<file path="src/hw/rtl/eets_pkg.sv">
`timescale 1ns / 1ps
// ----------------------------------------------------------------------------
// eets_pkg
// Types and codes shared by the serial EEPROM transaction sequencer.
// ----------------------------------------------------------------------------
package eets_pkg;

  localparam int unsigned ADDR_W = 15;
  localparam int unsigned LEN_W  = 16;
  localparam int unsigned POLL_W = 16;
  localparam int unsigned TMO_W  = 8;

  localparam logic [TMO_W-1:0]  POLL_TIMEOUT_RST = 8'd50;
  localparam logic [POLL_W-1:0] POLL_MAX         = 16'hFFFF;

  typedef enum logic [2:0] {
    REQ_READ   = 3'd0,
    REQ_WRITE  = 3'd1,
    REQ_ABORT  = 3'd2,
    REQ_XFER   = 3'd3,
    REQ_POLL   = 3'd4,
    REQ_TICK   = 3'd5,
    REQ_STATUS = 3'd6
  } req_e;

  typedef enum logic [2:0] {
    PH_IDLE    = 3'd0,
    PH_RD_ADDR = 3'd1,
    PH_RD_DATA = 3'd2,
    PH_WR_SEND = 3'd3,
    PH_POLL    = 3'd4
  } phase_e;

  typedef enum logic [1:0] {
    ACC_OK      = 2'd0,
    ACC_BUSY    = 2'd1,
    ACC_INVALID = 2'd2
  } acc_e;

  typedef enum logic [2:0] {
    CMD_NONE      = 3'd0,
    CMD_SEND_ADDR = 3'd1,
    CMD_START_RD  = 3'd2,
    CMD_SEND_PAGE = 3'd3,
    CMD_ABORT     = 3'd4
  } cmd_e;

  typedef enum logic [1:0] {
    FAIL_NONE    = 2'd0,
    FAIL_NAK     = 2'd1,
    FAIL_TIMEOUT = 2'd2
  } fail_e;

  typedef struct packed {
    logic [2:0]        req_type;
    logic [ADDR_W-1:0] mem_addr;
    logic [LEN_W-1:0]  length;
    logic              transfer_ok;
    logic              device_ready;
  } eets_req_t;

  typedef struct packed {
    phase_e            phase;
    logic [LEN_W-1:0]  pending_len;
    logic [POLL_W-1:0] poll_elapsed;
    logic              rd_done;
    logic              wr_ok;
    fail_e             fail;
  } eets_state_t;

  typedef struct packed {
    acc_e              accept_status;
    cmd_e              bus_cmd;
    logic [ADDR_W-1:0] bus_addr;
    logic [LEN_W-1:0]  bus_len;
    logic              busy;
    logic              read_done;
    logic              write_ok;
    fail_e             fail_code;
  } eets_result_t;

endpackage

</file>
<file path="src/hw/rtl/eets_step.sv">
`timescale 1ns / 1ps
// ----------------------------------------------------------------------------
// eets_step
// Combinational update for one item: request checks, phase transitions,
// completion flags and the result fields.
// ----------------------------------------------------------------------------
module eets_step import eets_pkg::*; #(
  parameter int unsigned PAGE_BYTES  = 64,
  parameter int unsigned TOTAL_BYTES = 32768
) (
  input  eets_req_t          req_i,
  input  eets_state_t        state_i,
  input  logic [TMO_W-1:0]   poll_timeout_i,
  output eets_state_t        state_o,
  output eets_result_t       result_o
);

  // PAGE_BYTES is a power of two, so the page offset is the low address bits.
  localparam int unsigned PAGE_BITS = $clog2(PAGE_BYTES);
  localparam int unsigned SUM_W     = LEN_W + 1;
  localparam logic [SUM_W-1:0] TOTAL_C = SUM_W'(TOTAL_BYTES);
  localparam logic [SUM_W-1:0] PAGE_C  = SUM_W'(PAGE_BYTES);

  logic [SUM_W-1:0] end_addr;
  logic [SUM_W-1:0] page_end;
  logic [SUM_W-1:0] len_ext;
  logic             len_zero;
  logic             rd_bad;
  logic             wr_bad;
  logic             timed_out;
  eets_state_t      nxt;
  eets_result_t     res;

  assign len_ext  = {1'b0, req_i.length};
  assign end_addr = {{(SUM_W-ADDR_W){1'b0}}, req_i.mem_addr} + len_ext;
  assign page_end = {{(SUM_W-PAGE_BITS){1'b0}}, req_i.mem_addr[PAGE_BITS-1:0]} + len_ext;
  assign len_zero = (req_i.length == '0);
  assign rd_bad   = len_zero || (end_addr > TOTAL_C);
  assign wr_bad   = rd_bad || (len_ext > PAGE_C) || (page_end > PAGE_C);
  assign timed_out = state_i.poll_elapsed > {{(POLL_W-TMO_W){1'b0}}, poll_timeout_i};

  always_comb begin
    nxt = state_i;
    res = '{accept_status: ACC_OK, bus_cmd: CMD_NONE, bus_addr: '0, bus_len: '0,
            busy: 1'b0, read_done: 1'b0, write_ok: 1'b0, fail_code: FAIL_NONE};

    unique case (req_i.req_type)
      REQ_READ: begin
        if (state_i.phase != PH_IDLE) begin
          res.accept_status = ACC_BUSY;
        end else if (rd_bad) begin
          res.accept_status = ACC_INVALID;
        end else begin
          nxt.pending_len = req_i.length;
          nxt.rd_done     = 1'b0;
          nxt.phase       = PH_RD_ADDR;
          res.bus_cmd     = CMD_SEND_ADDR;
          res.bus_addr    = req_i.mem_addr;
        end
      end
      REQ_WRITE: begin
        if (state_i.phase != PH_IDLE) begin
          res.accept_status = ACC_BUSY;
        end else if (wr_bad) begin
          res.accept_status = ACC_INVALID;
        end else begin
          nxt.wr_ok    = 1'b0;
          nxt.fail     = FAIL_NONE;
          nxt.phase    = PH_WR_SEND;
          res.bus_cmd  = CMD_SEND_PAGE;
          res.bus_addr = req_i.mem_addr;
          res.bus_len  = req_i.length;
        end
      end
      REQ_ABORT: begin
        res.bus_cmd     = CMD_ABORT;
        nxt.phase       = PH_IDLE;
        nxt.pending_len = '0;
        nxt.wr_ok       = 1'b0;
      end
      REQ_XFER: begin
        priority if (state_i.phase == PH_RD_ADDR) begin
          if (req_i.transfer_ok) begin
            nxt.phase   = PH_RD_DATA;
            res.bus_cmd = CMD_START_RD;
            res.bus_len = state_i.pending_len;
          end else begin
            nxt.phase = PH_IDLE;
          end
        end else if (state_i.phase == PH_RD_DATA) begin
          nxt.phase   = PH_IDLE;
          nxt.rd_done = req_i.transfer_ok;
        end else if (state_i.phase == PH_WR_SEND) begin
          if (req_i.transfer_ok) begin
            nxt.phase        = PH_POLL;
            nxt.poll_elapsed = '0;
          end else begin
            nxt.wr_ok = 1'b0;
            nxt.fail  = FAIL_NAK;
            nxt.phase = PH_IDLE;
          end
        end else begin
          nxt = state_i;
        end
      end
      REQ_POLL: begin
        if (state_i.phase == PH_POLL) begin
          priority if (req_i.device_ready) begin
            nxt.wr_ok = 1'b1;
            nxt.phase = PH_IDLE;
          end else if (timed_out) begin
            nxt.wr_ok = 1'b0;
            nxt.fail  = FAIL_TIMEOUT;
            nxt.phase = PH_IDLE;
          end else begin
            nxt = state_i;
          end
        end
      end
      REQ_TICK: begin
        if (state_i.phase == PH_POLL && state_i.poll_elapsed != POLL_MAX) begin
          nxt.poll_elapsed = state_i.poll_elapsed + POLL_W'(1);
        end
      end
      default: begin
        // Status query is handled below; the unused code leaves everything as is.
      end
    endcase

    res.busy      = (nxt.phase != PH_IDLE);
    res.read_done = nxt.rd_done;
    res.write_ok  = nxt.wr_ok;
    res.fail_code = nxt.fail;

    // A status query reports the read completion once and then clears it.
    if (req_i.req_type == REQ_STATUS) begin
      nxt.rd_done = 1'b0;
    end
  end

  assign state_o  = nxt;
  assign result_o = res;

endmodule

</file>
<file path="src/hw/rtl/i2c_eeprom_transaction_sequencer.sv">
`timescale 1ns / 1ps
// ----------------------------------------------------------------------------
// i2c_eeprom_transaction_sequencer
// Serial EEPROM transaction sequencer with page-write acknowledge polling.
// ----------------------------------------------------------------------------
// Usage:
//   Input channel (in_valid_i / in_stall_o) carries one event item: a read or
//   page-write request, abort, transfer done, ready poll, ms tick or status
//   query. Output channel (out_valid_o / out_stall_i) returns exactly one
//   result item per input item, in order.
//   The cfg channel writes the poll timeout in ms; it is always ready and is
//   meant to be written only while no item is in flight.
//   The item waits in the input register, and the update logic loads the
//   result register when the output is free. Throughput is one item per
//   cycle while the receiver does not stall; the sequencer state is updated
//   in the same cycle the result register loads.
//   While the receiver stalls, the result register holds and the input
//   register can still take one more item; after that in_stall_o is raised.
//   Reset returns the block to idle with all flags cleared and the timeout
//   at 50 ms.
// ----------------------------------------------------------------------------
module i2c_eeprom_transaction_sequencer import eets_pkg::*; #(
  parameter int unsigned PAGE_BYTES  = 64,
  parameter int unsigned TOTAL_BYTES = 32768
) (
  input  logic              clk_i,
  input  logic              rst_ni,
  input  logic              cfg_valid_i,
  output logic              cfg_ready_o,
  input  logic [TMO_W-1:0]  cfg_data_i,
  input  logic              in_valid_i,
  output logic              in_stall_o,
  input  logic [2:0]        req_type_i,
  input  logic [ADDR_W-1:0] mem_addr_i,
  input  logic [LEN_W-1:0]  length_i,
  input  logic              transfer_ok_i,
  input  logic              device_ready_i,
  output logic              out_valid_o,
  input  logic              out_stall_i,
  output logic [1:0]        accept_status_o,
  output logic [2:0]        bus_cmd_o,
  output logic [ADDR_W-1:0] bus_addr_o,
  output logic [LEN_W-1:0]  bus_len_o,
  output logic              busy_res_o,
  output logic              read_done_o,
  output logic              write_ok_o,
  output logic [1:0]        fail_code_o
);

  logic             in_valid_q;
  eets_req_t        req_q;
  logic             out_valid_q;
  eets_result_t     res_q;
  eets_state_t      state_q;
  eets_state_t      state_d;
  eets_result_t     res_d;
  logic [TMO_W-1:0] timeout_q;
  logic             out_free;
  logic             step_fire;
  logic             in_take;

  assign out_free   = !out_valid_q || !out_stall_i;
  assign step_fire  = in_valid_q && out_free;
  assign in_stall_o = in_valid_q && !out_free;
  assign in_take    = in_valid_i && !in_stall_o;

  assign cfg_ready_o = 1'b1;

  always_ff @(posedge clk_i or negedge rst_ni) begin
    if (!rst_ni) begin
      timeout_q <= POLL_TIMEOUT_RST;
    end else if (cfg_valid_i) begin
      timeout_q <= cfg_data_i;
    end
  end

  // Input register.
  always_ff @(posedge clk_i or negedge rst_ni) begin
    if (!rst_ni) begin
      in_valid_q <= 1'b0;
    end else if (in_take) begin
      in_valid_q <= 1'b1;
    end else if (step_fire) begin
      in_valid_q <= 1'b0;
    end
  end

  always_ff @(posedge clk_i) begin
    if (in_take) begin
      req_q <= '{req_type: req_type_i, mem_addr: mem_addr_i, length: length_i,
                 transfer_ok: transfer_ok_i, device_ready: device_ready_i};
    end
  end

  eets_step #(
    .PAGE_BYTES  (PAGE_BYTES),
    .TOTAL_BYTES (TOTAL_BYTES)
  ) u_step (
    .req_i          (req_q),
    .state_i        (state_q),
    .poll_timeout_i (timeout_q),
    .state_o        (state_d),
    .result_o       (res_d)
  );

  always_ff @(posedge clk_i or negedge rst_ni) begin
    if (!rst_ni) begin
      state_q <= '{phase: PH_IDLE, pending_len: '0, poll_elapsed: '0,
                   rd_done: 1'b0, wr_ok: 1'b0, fail: FAIL_NONE};
    end else if (step_fire) begin
      state_q <= state_d;
    end
  end

  // Result register.
  always_ff @(posedge clk_i or negedge rst_ni) begin
    if (!rst_ni) begin
      out_valid_q <= 1'b0;
    end else if (out_free) begin
      out_valid_q <= in_valid_q;
    end
  end

  always_ff @(posedge clk_i) begin
    if (step_fire) begin
      res_q <= res_d;
    end
  end

  assign out_valid_o     = out_valid_q;
  assign accept_status_o = res_q.accept_status;
  assign bus_cmd_o       = res_q.bus_cmd;
  assign bus_addr_o      = res_q.bus_addr;
  assign bus_len_o       = res_q.bus_len;
  assign busy_res_o      = res_q.busy;
  assign read_done_o     = res_q.read_done;
  assign write_ok_o      = res_q.write_ok;
  assign fail_code_o     = res_q.fail_code;

`ifndef NO_ASSERTIONS
  // The busy bit of a waiting result matches the phase, since no item
  // updates the state while the result register is occupied and stalled.
  a_busy_matches_phase: assert property (@(posedge clk_i) disable iff (!rst_ni)
    out_valid_o |-> (busy_res_o == (state_q.phase != PH_IDLE)))
    else $error("busy_res_o disagrees with the sequencer phase");

  a_ok_and_fail_exclusive: assert property (@(posedge clk_i) disable iff (!rst_ni)
    out_valid_o |-> !(write_ok_o && (fail_code_o != FAIL_NONE)))
    else $error("write_ok and a failure code reported together");

  a_abort_goes_idle: assert property (@(posedge clk_i) disable iff (!rst_ni)
    (out_valid_o && (bus_cmd_o == CMD_ABORT)) |-> !busy_res_o)
    else $error("abort result reports a busy sequencer");

  a_send_goes_busy: assert property (@(posedge clk_i) disable iff (!rst_ni)
    (out_valid_o && ((bus_cmd_o == CMD_SEND_ADDR) || (bus_cmd_o == CMD_SEND_PAGE)
     || (bus_cmd_o == CMD_START_RD))) |-> busy_res_o)
    else $error("bus command issued without a transaction in progress");
`endif

endmodule
</file>
<file path="config.mk">
export PLATFORM = sky130hd
export DESIGN_NAME = i2c_eeprom_transaction_sequencer
export DESIGN_NICKNAME = d
export VERILOG_FILES = /design/src/hw/rtl/eets_pkg.sv /design/src/hw/rtl/eets_step.sv /design/src/hw/rtl/i2c_eeprom_transaction_sequencer.sv
export SDC_FILE = /design/constraint.sdc
export NUM_CORES = 1
export LEC_CHECK = 0
export BUFFER_PORTS_ARGS = -buffer_cell sky130_fd_sc_hd__buf_2
export CAP_MARGIN = 20
export CELL_PAD_IN_SITES_DETAIL_PLACEMENT = 0
export CELL_PAD_IN_SITES_GLOBAL_PLACEMENT = 1
export CORE_MARGIN = 3
export CORE_UTILIZATION = 42
export CTS_CLUSTER_DIAMETER = 120
export DETAILED_ROUTE_END_ITERATION = 8
export GPL_TIMING_DRIVEN = 0
export PLACE_DENSITY_LB_ADDON = 0.1
export SETUP_SLACK_MARGIN = 0.3
export SLEW_MARGIN = 10
export SYNTH_ARGS = -nofsm -noshare
export SYNTH_HDL_FRONTEND = slang
export SYNTH_SLANG_ARGS = --single-unit
</file>
<file path="constraint.sdc">
create_clock -name clk_i -period 7.1 [get_ports clk_i]
set_input_delay 1.065 -clock clk_i [delete_from_list [all_inputs] [get_ports clk_i]]
set_output_delay 1.065 -clock clk_i [all_outputs]
set_load 0.02 [all_outputs]
</file>
==> results.py, run 1 <==
metrics = {
    "floorplanning": {
        "die_y_um": 127,
        "rows": 43,
        "die_w_um": 127,
        "die_area_sq_um": 16200,
        "pin_count": 93,
        "initial_core_util_pct": 43.7,
        "placeableCoreArea_sq_um": 14100,
    },
    "logic_synthesis": {
        "synth_area_sq_um": 6180,
        "synth.distinct_cells": 62,
        "synthFlopType": "edfxtp_1",
        "yosysWarningCount": 0,
        "synth_edf_count": 77,
        "synth_seq_cells": 126,
        "synthSimpleGateAreaFrac_pct": 17.2,
        "synth_top_family_by_area": "simple AND/OR/NAND/NOR gates",
        "synth_compound_area_share_pct": 13.9,
        "syn_avg_cell_area_sq_um": 11.6,
        "synth_cells": 531,
        "synth_nets": 605,
        "seq_area_frac_synth_pct": 57.3,
        "synthXorXnorAreaFrac_pct": 3.26,
        "ys_async_sr_fraction_pct": 38.9,
        "muxShareOfSynthArea_pct": 0.689,
        "synthAdderAreaFrac_pct": 5.18,
    },
    "global_routing": {
        "grt.total_usage_pct": 18.2,
        "antenna_found_initial": 0,
        "grt_max_degree": 33,
        "overflow": 0,
        "grt_pass1_wl_um": 23200,
        "grt_pass1_vias": 4597,
    },
    "pwr": {
        "p_per_area_nw_per_um2": 264,
        "ir_drop_mv": 0.185,
        "p_seq_share_pct": 45.4,
        "clock_power_share_pct": 39.6,
        "p_int_w": 0.00145,
        "combPwrFrac_pct": 14.9,
        "p_sw_w": 0.000525,
        "power_w": 0.00197,
        "power_leakage_nw": 3.17,
        "p_sw_share_pct": 26.6,
    },
    "cells_and_area": {
        "layout_commonest_cell": "buf_2",
        "instances_no_fill": 838,
        "seq_area_sq_um": 3540,
        "layout_common_cells": "buf_2, edfxtp_1, dfrtp_1",
        "fillCellCount": 1267,
        "drive_gt1_share_pct": 22.9,
        "areaGrowthSynthToFinish_pct": 21.0,
        "multi_input_area_sq_um": 2500,
        "nets": 719,
        "antenna_cells": 0,
    },
    "routing": {
        "wl_um": 14000,
        "vias_per_cell": 5.41,
        "wire_per_inst_um": 16.7,
        "ant_nets": 0,
        "post-route-drc-count": 0,
        "drt_iter0_markers": 304,
        "vias": 4533,
        "firstDrtPassIters": 5,
    },
    "placed_design": {
        "placed_cells": 806,
        "hpwl_um": 10100,
        "pre_cts_slack_ps": 3240,
        "gp_congestion": 0.833,
        "port_buffers": 91,
    },
    "sta": {
        "grt_setup_unrepaired": "no",
        "finalCriticalPeriod_ps": 3900,
        "setup_viol": 0,
        "hold_viol_final": 0,
        "final_max_slew_viol_count": 0,
        "skew_ps": 8.63,
        "slew_headroom_pct": 46.2,
        "fin_crit_sh_pct": 55.0,
        "layout_setup_ws_ps": 3200,
        "fmax_mhz": 256,
        "tns_ps": 0,
        "tightest_slew_ps": 808,
    },
    "clock_tree": {
        "numCtsBuffers": 17,
        "cts-resized-gates": 0,
        "cts_tree": "yes",
        "insertion_delay_ps": 420,
        "cts_setup_buffers": 0,
        "clkTransAtPathRegs_ps": 50,
        "clock_path_buffers": 2,
        "ctsHoldBuffers": 0,
        "htree_levels": 4,
        "clock_sinks": 126,
        "clockRootBuffer": "clkbuf_16",
    },
    "setup_path": {
        "arrival_ps": 4020,
        "crit_fanout": 8,
        "crit_path_end_kind": "flop",
        "worstSetupStartpointType": "flop",
        "cp.required_ps": 7220,
        "critPathKind": "reg2reg",
    },
    "status": {
        "status": "completed",
    },
    "job": {
        "cap_viol_max_count": 0,
    },
    "worst_hold_path": {
        "min_path_type": "reg2reg",
    },
}
cell usage after synthesis (3+ instances only):
| library cell | count | area [sq um] |
|---|---|---|
| dfstp_2 | 3 | 78.8 |
| clkbuf_1 | 13 | 48.8 |
| a31oi_1 | 8 | 50.1 |
| nor4_1 | 8 | 50.1 |
| a211o_1 | 4 | 35.0 |
| or2_2 | 6 | 37.5 |
| nand2_1 | 41 | 154 |
| dfrtp_1 | 46 | 1150 |
| nand3b_1 | 3 | 22.5 |
| nand3_1 | 13 | 65.1 |
| and3_1 | 5 | 31.3 |
| a21oi_1 | 24 | 120 |
| and2_1 | 30 | 188 |
| o21ai_0 | 25 | 125 |
| nand2b_1 | 10 | 62.6 |
| nor2_1 | 31 | 116 |
| nand4_1 | 14 | 87.6 |
| a21o_1 | 8 | 60.1 |
| a211oi_1 | 3 | 22.5 |
| xnor2_1 | 8 | 70.1 |
| nor2b_1 | 6 | 37.5 |
| buf_2 | 4 | 20.0 |
| inv_1 | 14 | 52.6 |
| nor3_1 | 13 | 65.1 |
| or3_1 | 5 | 31.3 |
| a22o_1 | 25 | 219 |
| xor2_1 | 15 | 131 |
| ha_1 | 24 | 300 |
| o31ai_1 | 4 | 30.0 |
| edfxtp_1 | 77 | 2310 |
| o211ai_1 | 3 | 22.5 |
power groups by stage:
stage / Sequential, W / Clock (W) / Combinational, W
floorplan: 0.000924 / 0 / 0.000179
global placement: 0.000910 / 0 / 0.000279
detailed placement: 0.000909 / 0 / 0.000294
CTS: 0.000896 / 0.000801 / 0.000296
global route: 0.000904 / 0.000837 / 0.000328
finish: 0.000897 / 0.000782 / 0.000294
flip-flops by register name, summed over array words and instances, names as in the netlist:
name / flops
read_done_o: 1
fail_code_o: 2
busy_res_o: 1
bus_cmd_o: 3
accept_status_o: 2
in_valid_q: 1
out_valid_o: 1
bus_len_o: 16
state_q: 39
timeout_q: 8
bus_addr_o: 15
write_ok_o: 1
req_q: 36
critical path, cell delays in order, from the launching register on:
cell      delay, ps
edfxtp_1        460
ha_1            280
fa_1            430
a21o_1          250
a211oi_1        280
a21oi_1          70
o21ai_0         270
nor4b_2         270
and4_4          290
a21oi_4         110
o31ai_1         710
a31oi_1         190
layer usage:
layer	GRT usage (%)	share of wire, %	up-vias
li1	-	-	2213
met1	26.6	50	2182
met2	26.9	44	126
met3	4.52	5.5	12
met4	5.24	1.0	0
met5	0	0	-
per-stage QoR:
stage               area, sq um  util, %  hold WS, ps
floorplan                  6180        -          456
global placement           6860     48.5          472
detailed placement         6940     49.1          473
CTS                        7480     52.8          494
global route               7480     52.8          502
finish                     7480     52.8          496
logic make-up after synthesis:
family / count (synthesis)
compound gates: 122
simple gates: 196
mux: 4
xor+xnor: 23
buf+inv: 34
flops: 126
other cells: 1
fa+ha+maj: 25
cell type report:
type                            count  area share [%]
Clock inverter                     12            1.31
Inverter                           15           0.770
Buffer                             19            1.17
Sequential cell                   126            47.4
Clock buffer                       20            5.84
Multi-Input combinational cell    371            33.4
Tap cell                          180            3.01
Timing Repair Buffer               95            7.10
final timing paths:
kind / cells after the start / from / slack (ps) / to
max: 11 / req_q[2]$_DFFE_PP_ / 3200 / write_ok_o$_DFFE_PP_
max reg2reg: 11 / req_q[2]$_DFFE_PP_ / 3200 / write_ok_o$_DFFE_PP_
min: 1 / state_q[29]$_DFFE_PN0P_ / 500 / state_q[29]$_DFFE_PN0P_
min reg2reg: 1 / state_q[29]$_DFFE_PN0P_ / 500 / state_q[29]$_DFFE_PN0P_
max in group asynchronous: 2 / rst_ni / 5700 / timeout_q[1]$_DFFE_PN1P_
min in group asynchronous: 1 / rst_ni / 750 / state_q[20]$_DFFE_PN0P_
(Power assumes the default switching activity.)
==> run 2, diff against run 1 <==
--- a/config.mk
+++ b/config.mk
@@ -5,6 +5,7 @@
 export SDC_FILE = /design/constraint.sdc
 export NUM_CORES = 1
 export LEC_CHECK = 0
+export ABC_AREA = 1
 export BUFFER_PORTS_ARGS = -buffer_cell sky130_fd_sc_hd__buf_2
 export CAP_MARGIN = 20
 export CELL_PAD_IN_SITES_DETAIL_PLACEMENT = 0
==> constraint.sdc (replaced) <==
create_clock -name clk_i -period 3.7 [get_ports clk_i]
set_input_delay 0.555 -clock clk_i [delete_from_list [all_inputs] [get_ports clk_i]]
set_output_delay 0.555 -clock clk_i [all_outputs]
set_load 0.02 [all_outputs]
==> run 2 against run 1 <==
Worst setup slack lost 2700 ps; register-to-register slack lost 2700 ps; hold slack lost 410 ps; clock skew shrank 0.90 ps; die area grew 11%; critical path depth grew 6; clock power grew 110%; first-iteration DRC count grew 11%; via count grew 18%; critical path type unchanged; critical endpoint is now bus_len_o[4]$_DFFE_PP_; largest power group unchanged; highest routed layer unchanged.
==> results.py, run 2 <==
metrics = {
    "setup_path": {
        "crit_path_end_kind": "flop",
        "crit_fanout": 6,
        "reg2regPathDepth": 17,
        "crit-reg2reg-launch": "req_q[2]$_DFFE_PP_",
        "cp.required_ps": 3900,
        "worstSetupStartpointType": "flop",
        "critPathKind": "reg2reg",
        "reg2reg_slack_ps": 510,
        "arrival_ps": 3390,
        "r2r_end": "bus_len_o[4]$_DFFE_PP_",
    },
    "sta": {
        "fmax_mhz": 314,
        "holdWs_ps": 84.5,
        "tns_ps": 0,
        "slew_headroom_pct": 44.4,
        "skew_ps": 7.73,
        "hold_viol_final": 0,
        "tightest_slew_ps": 834,
        "final_max_slew_viol_count": 0,
        "grt_setup_unrepaired": "no",
        "setup_viol": 0,
        "fin_crit_sh_pct": 86.2,
        "finalCriticalPeriod_ps": 3190,
    },
    "global_routing": {
        "grt_use_met2_pct": 27.8,
        "met3_usage_pct": 4.05,
        "top_usage_layer": "met2",
        "overflow": 0,
        "grt.total_usage_pct": 18.8,
        "grt_pass1_vias": 5153,
        "antenna_found_initial": 0,
        "met1_usage_pct": 27.6,
        "grt_pass1_wl_um": 26400,
        "grt_max_degree": 50,
    },
    "logic_synthesis": {
        "muxShareOfSynthArea_pct": 0.164,
        "synth.top_cell.area_share_pct": 33.6,
        "yosys-top-cells-area": "edfxtp_1, dfrtp_1, nand2_1, inv_1, ha_1",
        "synth_edf_count": 77,
        "synthXorXnorAreaFrac_pct": 1.27,
        "synthAdderAreaFrac_pct": 4.65,
        "synthSimpleGateAreaFrac_pct": 26.8,
        "synth_area_sq_um": 6880,
        "yosysWarningCount": 0,
        "seq_area_frac_synth_pct": 51.5,
        "synth_nets": 848,
        "synth_compound_area_share_pct": 7.74,
        "synth_seq_cells": 126,
        "ys_async_sr_fraction_pct": 38.9,
        "synth_top_family_by_area": "simple AND/OR/NAND/NOR gates",
        "syn_avg_cell_area_sq_um": 8.89,
        "synth.distinct_cells": 48,
        "yosys-top-cells-count": "nand2_1, inv_1, nor2_1, edfxtp_1",
        "synth_cells": 774,
        "synth_most_common_cell": "nand2_1",
        "synthFlopType": "edfxtp_1",
        "synth.largest_area_cell": "edfxtp_1",
    },
    "worst_hold_path": {
        "min_path_type": "in2async",
    },
    "routing": {
        "drt_iter0_markers": 338,
        "post-route-drc-count": 0,
        "wl_um": 16000,
        "vias_per_cell": 4.81,
        "wire_per_inst_um": 14.3,
        "firstDrtPassIters": 5,
        "ant_nets": 0,
        "vias": 5366,
    },
    "clock_tree": {
        "numCtsBuffers": 17,
        "clockRootBuffer": "clkbuf_16",
        "insertion_delay_ps": 420,
        "clkTransAtPathRegs_ps": 60,
        "clock_sinks": 126,
        "ctsHoldBuffers": 0,
        "htree_levels": 4,
        "cts_tree": "yes",
        "clock_path_buffers": 2,
        "cts-resized-gates": 0,
        "cts_setup_buffers": 0,
    },
    "pwr": {
        "p_per_area_nw_per_um2": 540,
        "power_w": 0.00445,
        "power_leakage_nw": 3.87,
        "ir_drop_mv": 0.375,
    },
    "job": {
        "cap_viol_max_count": 0,
    },
    "cells_and_area": {
        "largest_reg_flops": 39,
        "largest_register": "state_q",
        "nets": 960,
        "layout_commonest_cell": "nand2_1",
        "drive_gt1_share_pct": 20.1,
        "antenna_cells": 0,
        "areaGrowthSynthToFinish_pct": 19.8,
        "layout_common_cells": "nand2_1, inv_1, buf_2",
    },
    "floorplanning": {
        "placeableCoreArea_sq_um": 15900,
        "die_area_sq_um": 18000,
        "rows": 46,
        "initial_core_util_pct": 43.2,
        "die_w_um": 134,
        "die_y_um": 134,
        "pin_count": 93,
    },
    "placed_design": {
        "port_buffers": 91,
        "hpwl_um": 12000,
        "gp_congestion": 0.880,
    },
    "status": {
        "status": "completed",
    },
}
## run 2: cell count changes in the layout (fill, tap and decap cells not counted), moves of 10 or more
cell,change
nand2_1,+164
inv_1,+96
nor2_1,+47
nand3_1,+33
and2_1,-29
a22o_1,-25
o2111ai_1,+15
nand2b_1,-10
nor2_4,+10
## run 2: layout make-up
class / instances / area (sq um)
multi-input cells: 514 / 2800
repair buffers: 93 / 503
fillers: 1529 / 7700
inverters: 122 / 467
well taps: 216 / 270
clock inverters: 13 / 146
clock buffers: 19 / 443
flip-flops and latches: 126 / 3540
plain buffers: 12 / 72.6
## run 2: metrics by stage
step	cell area [sq um]	utilization (%)	instances	setup WS, ps
after floorplan	6880	-	774	748
after detailed placement	7660	48.0	1083	485
after global placement	7610	47.7	1081	-387
after CTS	8250	51.7	1115	478
final	8250	51.7	1115	512
after global routing	8250	51.7	1115	324
## run 2: kinds of logic after synthesis
kind of cell | after synthesis
DFF | 126
buffers and inverters | 134
other | 1
muxes | 1
AOI/OAI and AO/OA | 85
and+or+nand+nor | 392
adders and majority gates | 25
xor gates and xnor gates | 10
## run 2: power by group
group          switching [W]  internal [W]
sequential          0.000139       0.00172
combinational       0.000610      0.000304
clock               0.000610       0.00107
## run 2: critical path: stages (launching register included)
cell      delay, ps
edfxtp_1        460
ha_1            280
fa_1            420
nand3_1         110
nand3_1         170
nand2_1         130
nand2_1          60
nand2_1          50
nand3_1          70
nor2_1          130
nand2_1          60
nor2_1          100
nand2_1          70
nand2_2         110
nand4_4         170
nor2_8          200
inv_4            80
o21ai_0         310
## run 2: worst max path at each step
stage	slack [ps]	cells after the start	to	from
after floorplan	750	11	state_q[16]$_DFFE_PN0P_	out_stall_i
after global placement	-390	12	state_q[16]$_DFFE_PN0P_	out_stall_i
after detailed placement	480	15	bus_len_o[4]$_DFFE_PP_	req_q[2]$_DFFE_PP_
after CTS	480	15	bus_len_o[4]$_DFFE_PP_	req_q[2]$_DFFE_PP_
after global routing	320	16	bus_len_o[4]$_DFFE_PP_	req_q[2]$_DFFE_PP_
final	510	17	bus_len_o[4]$_DFFE_PP_	req_q[2]$_DFFE_PP_
## run 2: layer usage
metal | vias to the layer above | wire length [um]
met5 | - | 0
met4 | 0 | 231
met3 | 18 | 672
met2 | 126 | 6860
met1 | 2451 | 8210
li1 | 2771 | -
==> run 3, diff against run 2 <==
--- a/config.mk
+++ b/config.mk
@@ -5,9 +5,7 @@
 export SDC_FILE = /design/constraint.sdc
 export NUM_CORES = 1
 export LEC_CHECK = 0
-export ABC_AREA = 1
 export BUFFER_PORTS_ARGS = -buffer_cell sky130_fd_sc_hd__buf_2
-export CAP_MARGIN = 20
 export CELL_PAD_IN_SITES_DETAIL_PLACEMENT = 0
 export CELL_PAD_IN_SITES_GLOBAL_PLACEMENT = 1
 export CORE_MARGIN = 3
==> run 3 against run 2 <==
Via count down 15%; highest routed layer unchanged; final cell count down 24%; routed wire length down 11%; largest power group unchanged; critical path depth down 5; hold slack better by 82 ps; critical endpoint is now bus_cmd_o[1]$_DFFE_PP_; sequential power down 8%.
==> results.py, run 3 (synthesis results as in run 1) <==
metrics = {
    "sta": {
        "hold_viol_final": 0,
        "tns_ps": 0,
        "slew_headroom_pct": 55.2,
        "layout_setup_ws_ps": 382,
        "skew_ps": 6.93,
        "setup_viol": 0,
        "final_max_slew_viol_count": 0,
        "fmax_mhz": 301,
        "fin_crit_sh_pct": 89.7,
        "finalCriticalPeriod_ps": 3320,
        "tightest_slew_ps": 672,
        "grt_setup_unrepaired": "yes",
    },
    "cells_and_area": {
        "layout_common_cells": "buf_2, edfxtp_1, dfrtp_1",
        "instances_no_fill": 850,
        "nets": 731,
        "drive_gt1_share_pct": 27.2,
        "layout_commonest_cell": "buf_2",
        "largest_reg_flops": 39,
        "areaGrowthSynthToFinish_pct": 25.3,
        "largest_register": "state_q",
        "fillCellCount": 1248,
        "antenna_cells": 0,
    },
    "pwr": {
        "power_leakage_nw": 3.28,
        "p_per_area_nw_per_um2": 518,
        "ir_drop_mv": 0.345,
        "power_w": 0.00401,
    },
    "floorplanning": {
        "die_w_um": 127,
        "pin_count": 93,
        "die_area_sq_um": 16200,
        "placeableCoreArea_sq_um": 14100,
        "rows": 43,
        "initial_core_util_pct": 43.7,
        "die_y_um": 127,
    },
    "setup_path": {
        "critPathTopFamily": "compound AO/OA/AOI/OAI gates",
        "worstSetupStartpointType": "flop",
        "reg2reg_slack_ps": 380,
        "cp.required_ps": 3860,
        "cp_num_buf_inv": 1,
        "critPathKind": "reg2reg",
        "slowest_delay_ps": 410,
        "cp_slowest_cell": "edfxtp_1",
        "path_cells": "ha_2, fa_2, a21o_1, a221oi_4, o22ai_2, o21ai_2, o21ai_1, and4_4, a21oi_4, nor3_4, buf_12, or2_2",
        "arrival_ps": 3480,
        "crit_fanout": 8,
        "crit_path_end_kind": "flop",
    },
    "routing": {
        "drt_iter0_markers": 305,
        "post-route-drc-count": 0,
        "wire_per_inst_um": 16.7,
        "vias": 4554,
        "firstDrtPassIters": 4,
        "ant_nets": 0,
        "vias_per_cell": 5.36,
        "wl_um": 14200,
    },
    "status": {
        "status": "completed",
    },
    "global_routing": {
        "grt.total_usage_pct": 18.4,
        "grt_pass1_vias": 4625,
        "grt_max_degree": 50,
        "grt_pass1_wl_um": 23500,
        "overflow": 0,
        "antenna_found_initial": 0,
    },
    "clock_tree": {
        "clockRootBuffer": "clkbuf_16",
        "cts_tree": "yes",
        "htree_levels": 4,
        "clock_path_buffers": 2,
        "insertion_delay_ps": 420,
        "numCtsBuffers": 17,
        "clock_sinks": 126,
        "clkTransAtPathRegs_ps": 60,
    },
    "placed_design": {
        "port_buffers": 91,
        "pre_cts_slack_ps": -152,
        "gp_congestion": 0.833,
        "hpwl_um": 9900,
        "placed_cells": 805,
    },
    "job": {
        "cap_viol_max_count": 0,
    },
    "worst_hold_path": {
        "min_path_type": "in2async",
    },
}
==> run 3: changes by cell type in the layout (fill, tap and decap cells not counted), sizes merged, moves of 25 or more <==
cell,delta
nor2,-60
nand2,-178
a22o,+25
and2,+30
nand3,-37
inv,-104
==> run 3: area by class of cell <==
cell class / count / area [sq um] / area share (%)
flip-flops and latches: 126 / 3540 / 45.8
multi-input cells: 371 / 2600 / 33.6
repair buffers: 107 / 619 / 8.00
clock buffers: 17 / 425 / 5.50
well taps: 180 / 225 / 2.91
clock inverters: 15 / 171 / 2.22
plain buffers: 19 / 95.1 / 1.23
inverters: 15 / 57.6 / 0.744
==> run 3: path summary, 6_finish.rpt <==
| kind | start | end | cells after the start |
|---|---|---|---|
| worst min-delay path | rst_ni | state_q[22]$_DFFE_PN0P_ | 1 |
| min in group clk_i | mem_addr_i[11] | req_q[29]$_DFFE_PP_ | 1 |
| worst max register to register | req_q[2]$_DFFE_PP_ | bus_cmd_o[1]$_DFFE_PP_ | 12 |
| worst max-delay path | req_q[2]$_DFFE_PP_ | bus_cmd_o[1]$_DFFE_PP_ | 12 |
| max in group asynchronous | rst_ni | state_q[26]$_DFFE_PN0P_ | 1 |
| worst min register to register | state_q[34]$_DFFE_PN0P_ | state_q[34]$_DFFE_PN0P_ | 1 |
==> run 3: metal layers <==
metal	wire length, um	part of all wire [%]	GRT usage, %	up-vias
met4	163	1.1	5.49	0
li1	-	-	-	2233
met2	6250	44	27.2	126
met5	0	0	0	-
met3	790	5.6	5.18	14
met1	6990	49	26.6	2181
==> run 3: where the power goes <==
group / internal (W) / total, W / switching [W]
Clock: 0.00105 / 0.00168 / 0.000628
Combinational: 0.000248 / 0.000609 / 0.000361
Sequential: 0.00164 / 0.00172 / 0.0000772
Total: 0.00294 / 0.00401 / 0.00107
==> run 3: what timing repair did <==
action                                  4_1_cts  5_1_grt
endpoints found under the hold margin         0        0
endpoints found under the setup margin       48       45
hold buffers                                  0        0
pin swaps                                     4        5
resized for setup                            10       22
setup buffers                                 4        9
==> run 3: metrics by stage <==
| step | utilization [%] | hold WS (ps) | instance area [sq um] |
|---|---|---|---|
| 3_5_place_dp | 48.9 | 473 | 6920 |
| 6_report | 54.7 | 166 | 7740 |
| 3_3_place_gp | 48.5 | 472 | 6860 |
| 2_1_floorplan | - | 259 | 6180 |
| 4_1_cts | 53.6 | 289 | 7590 |
| 5_1_grt | 54.7 | 209 | 7740 |
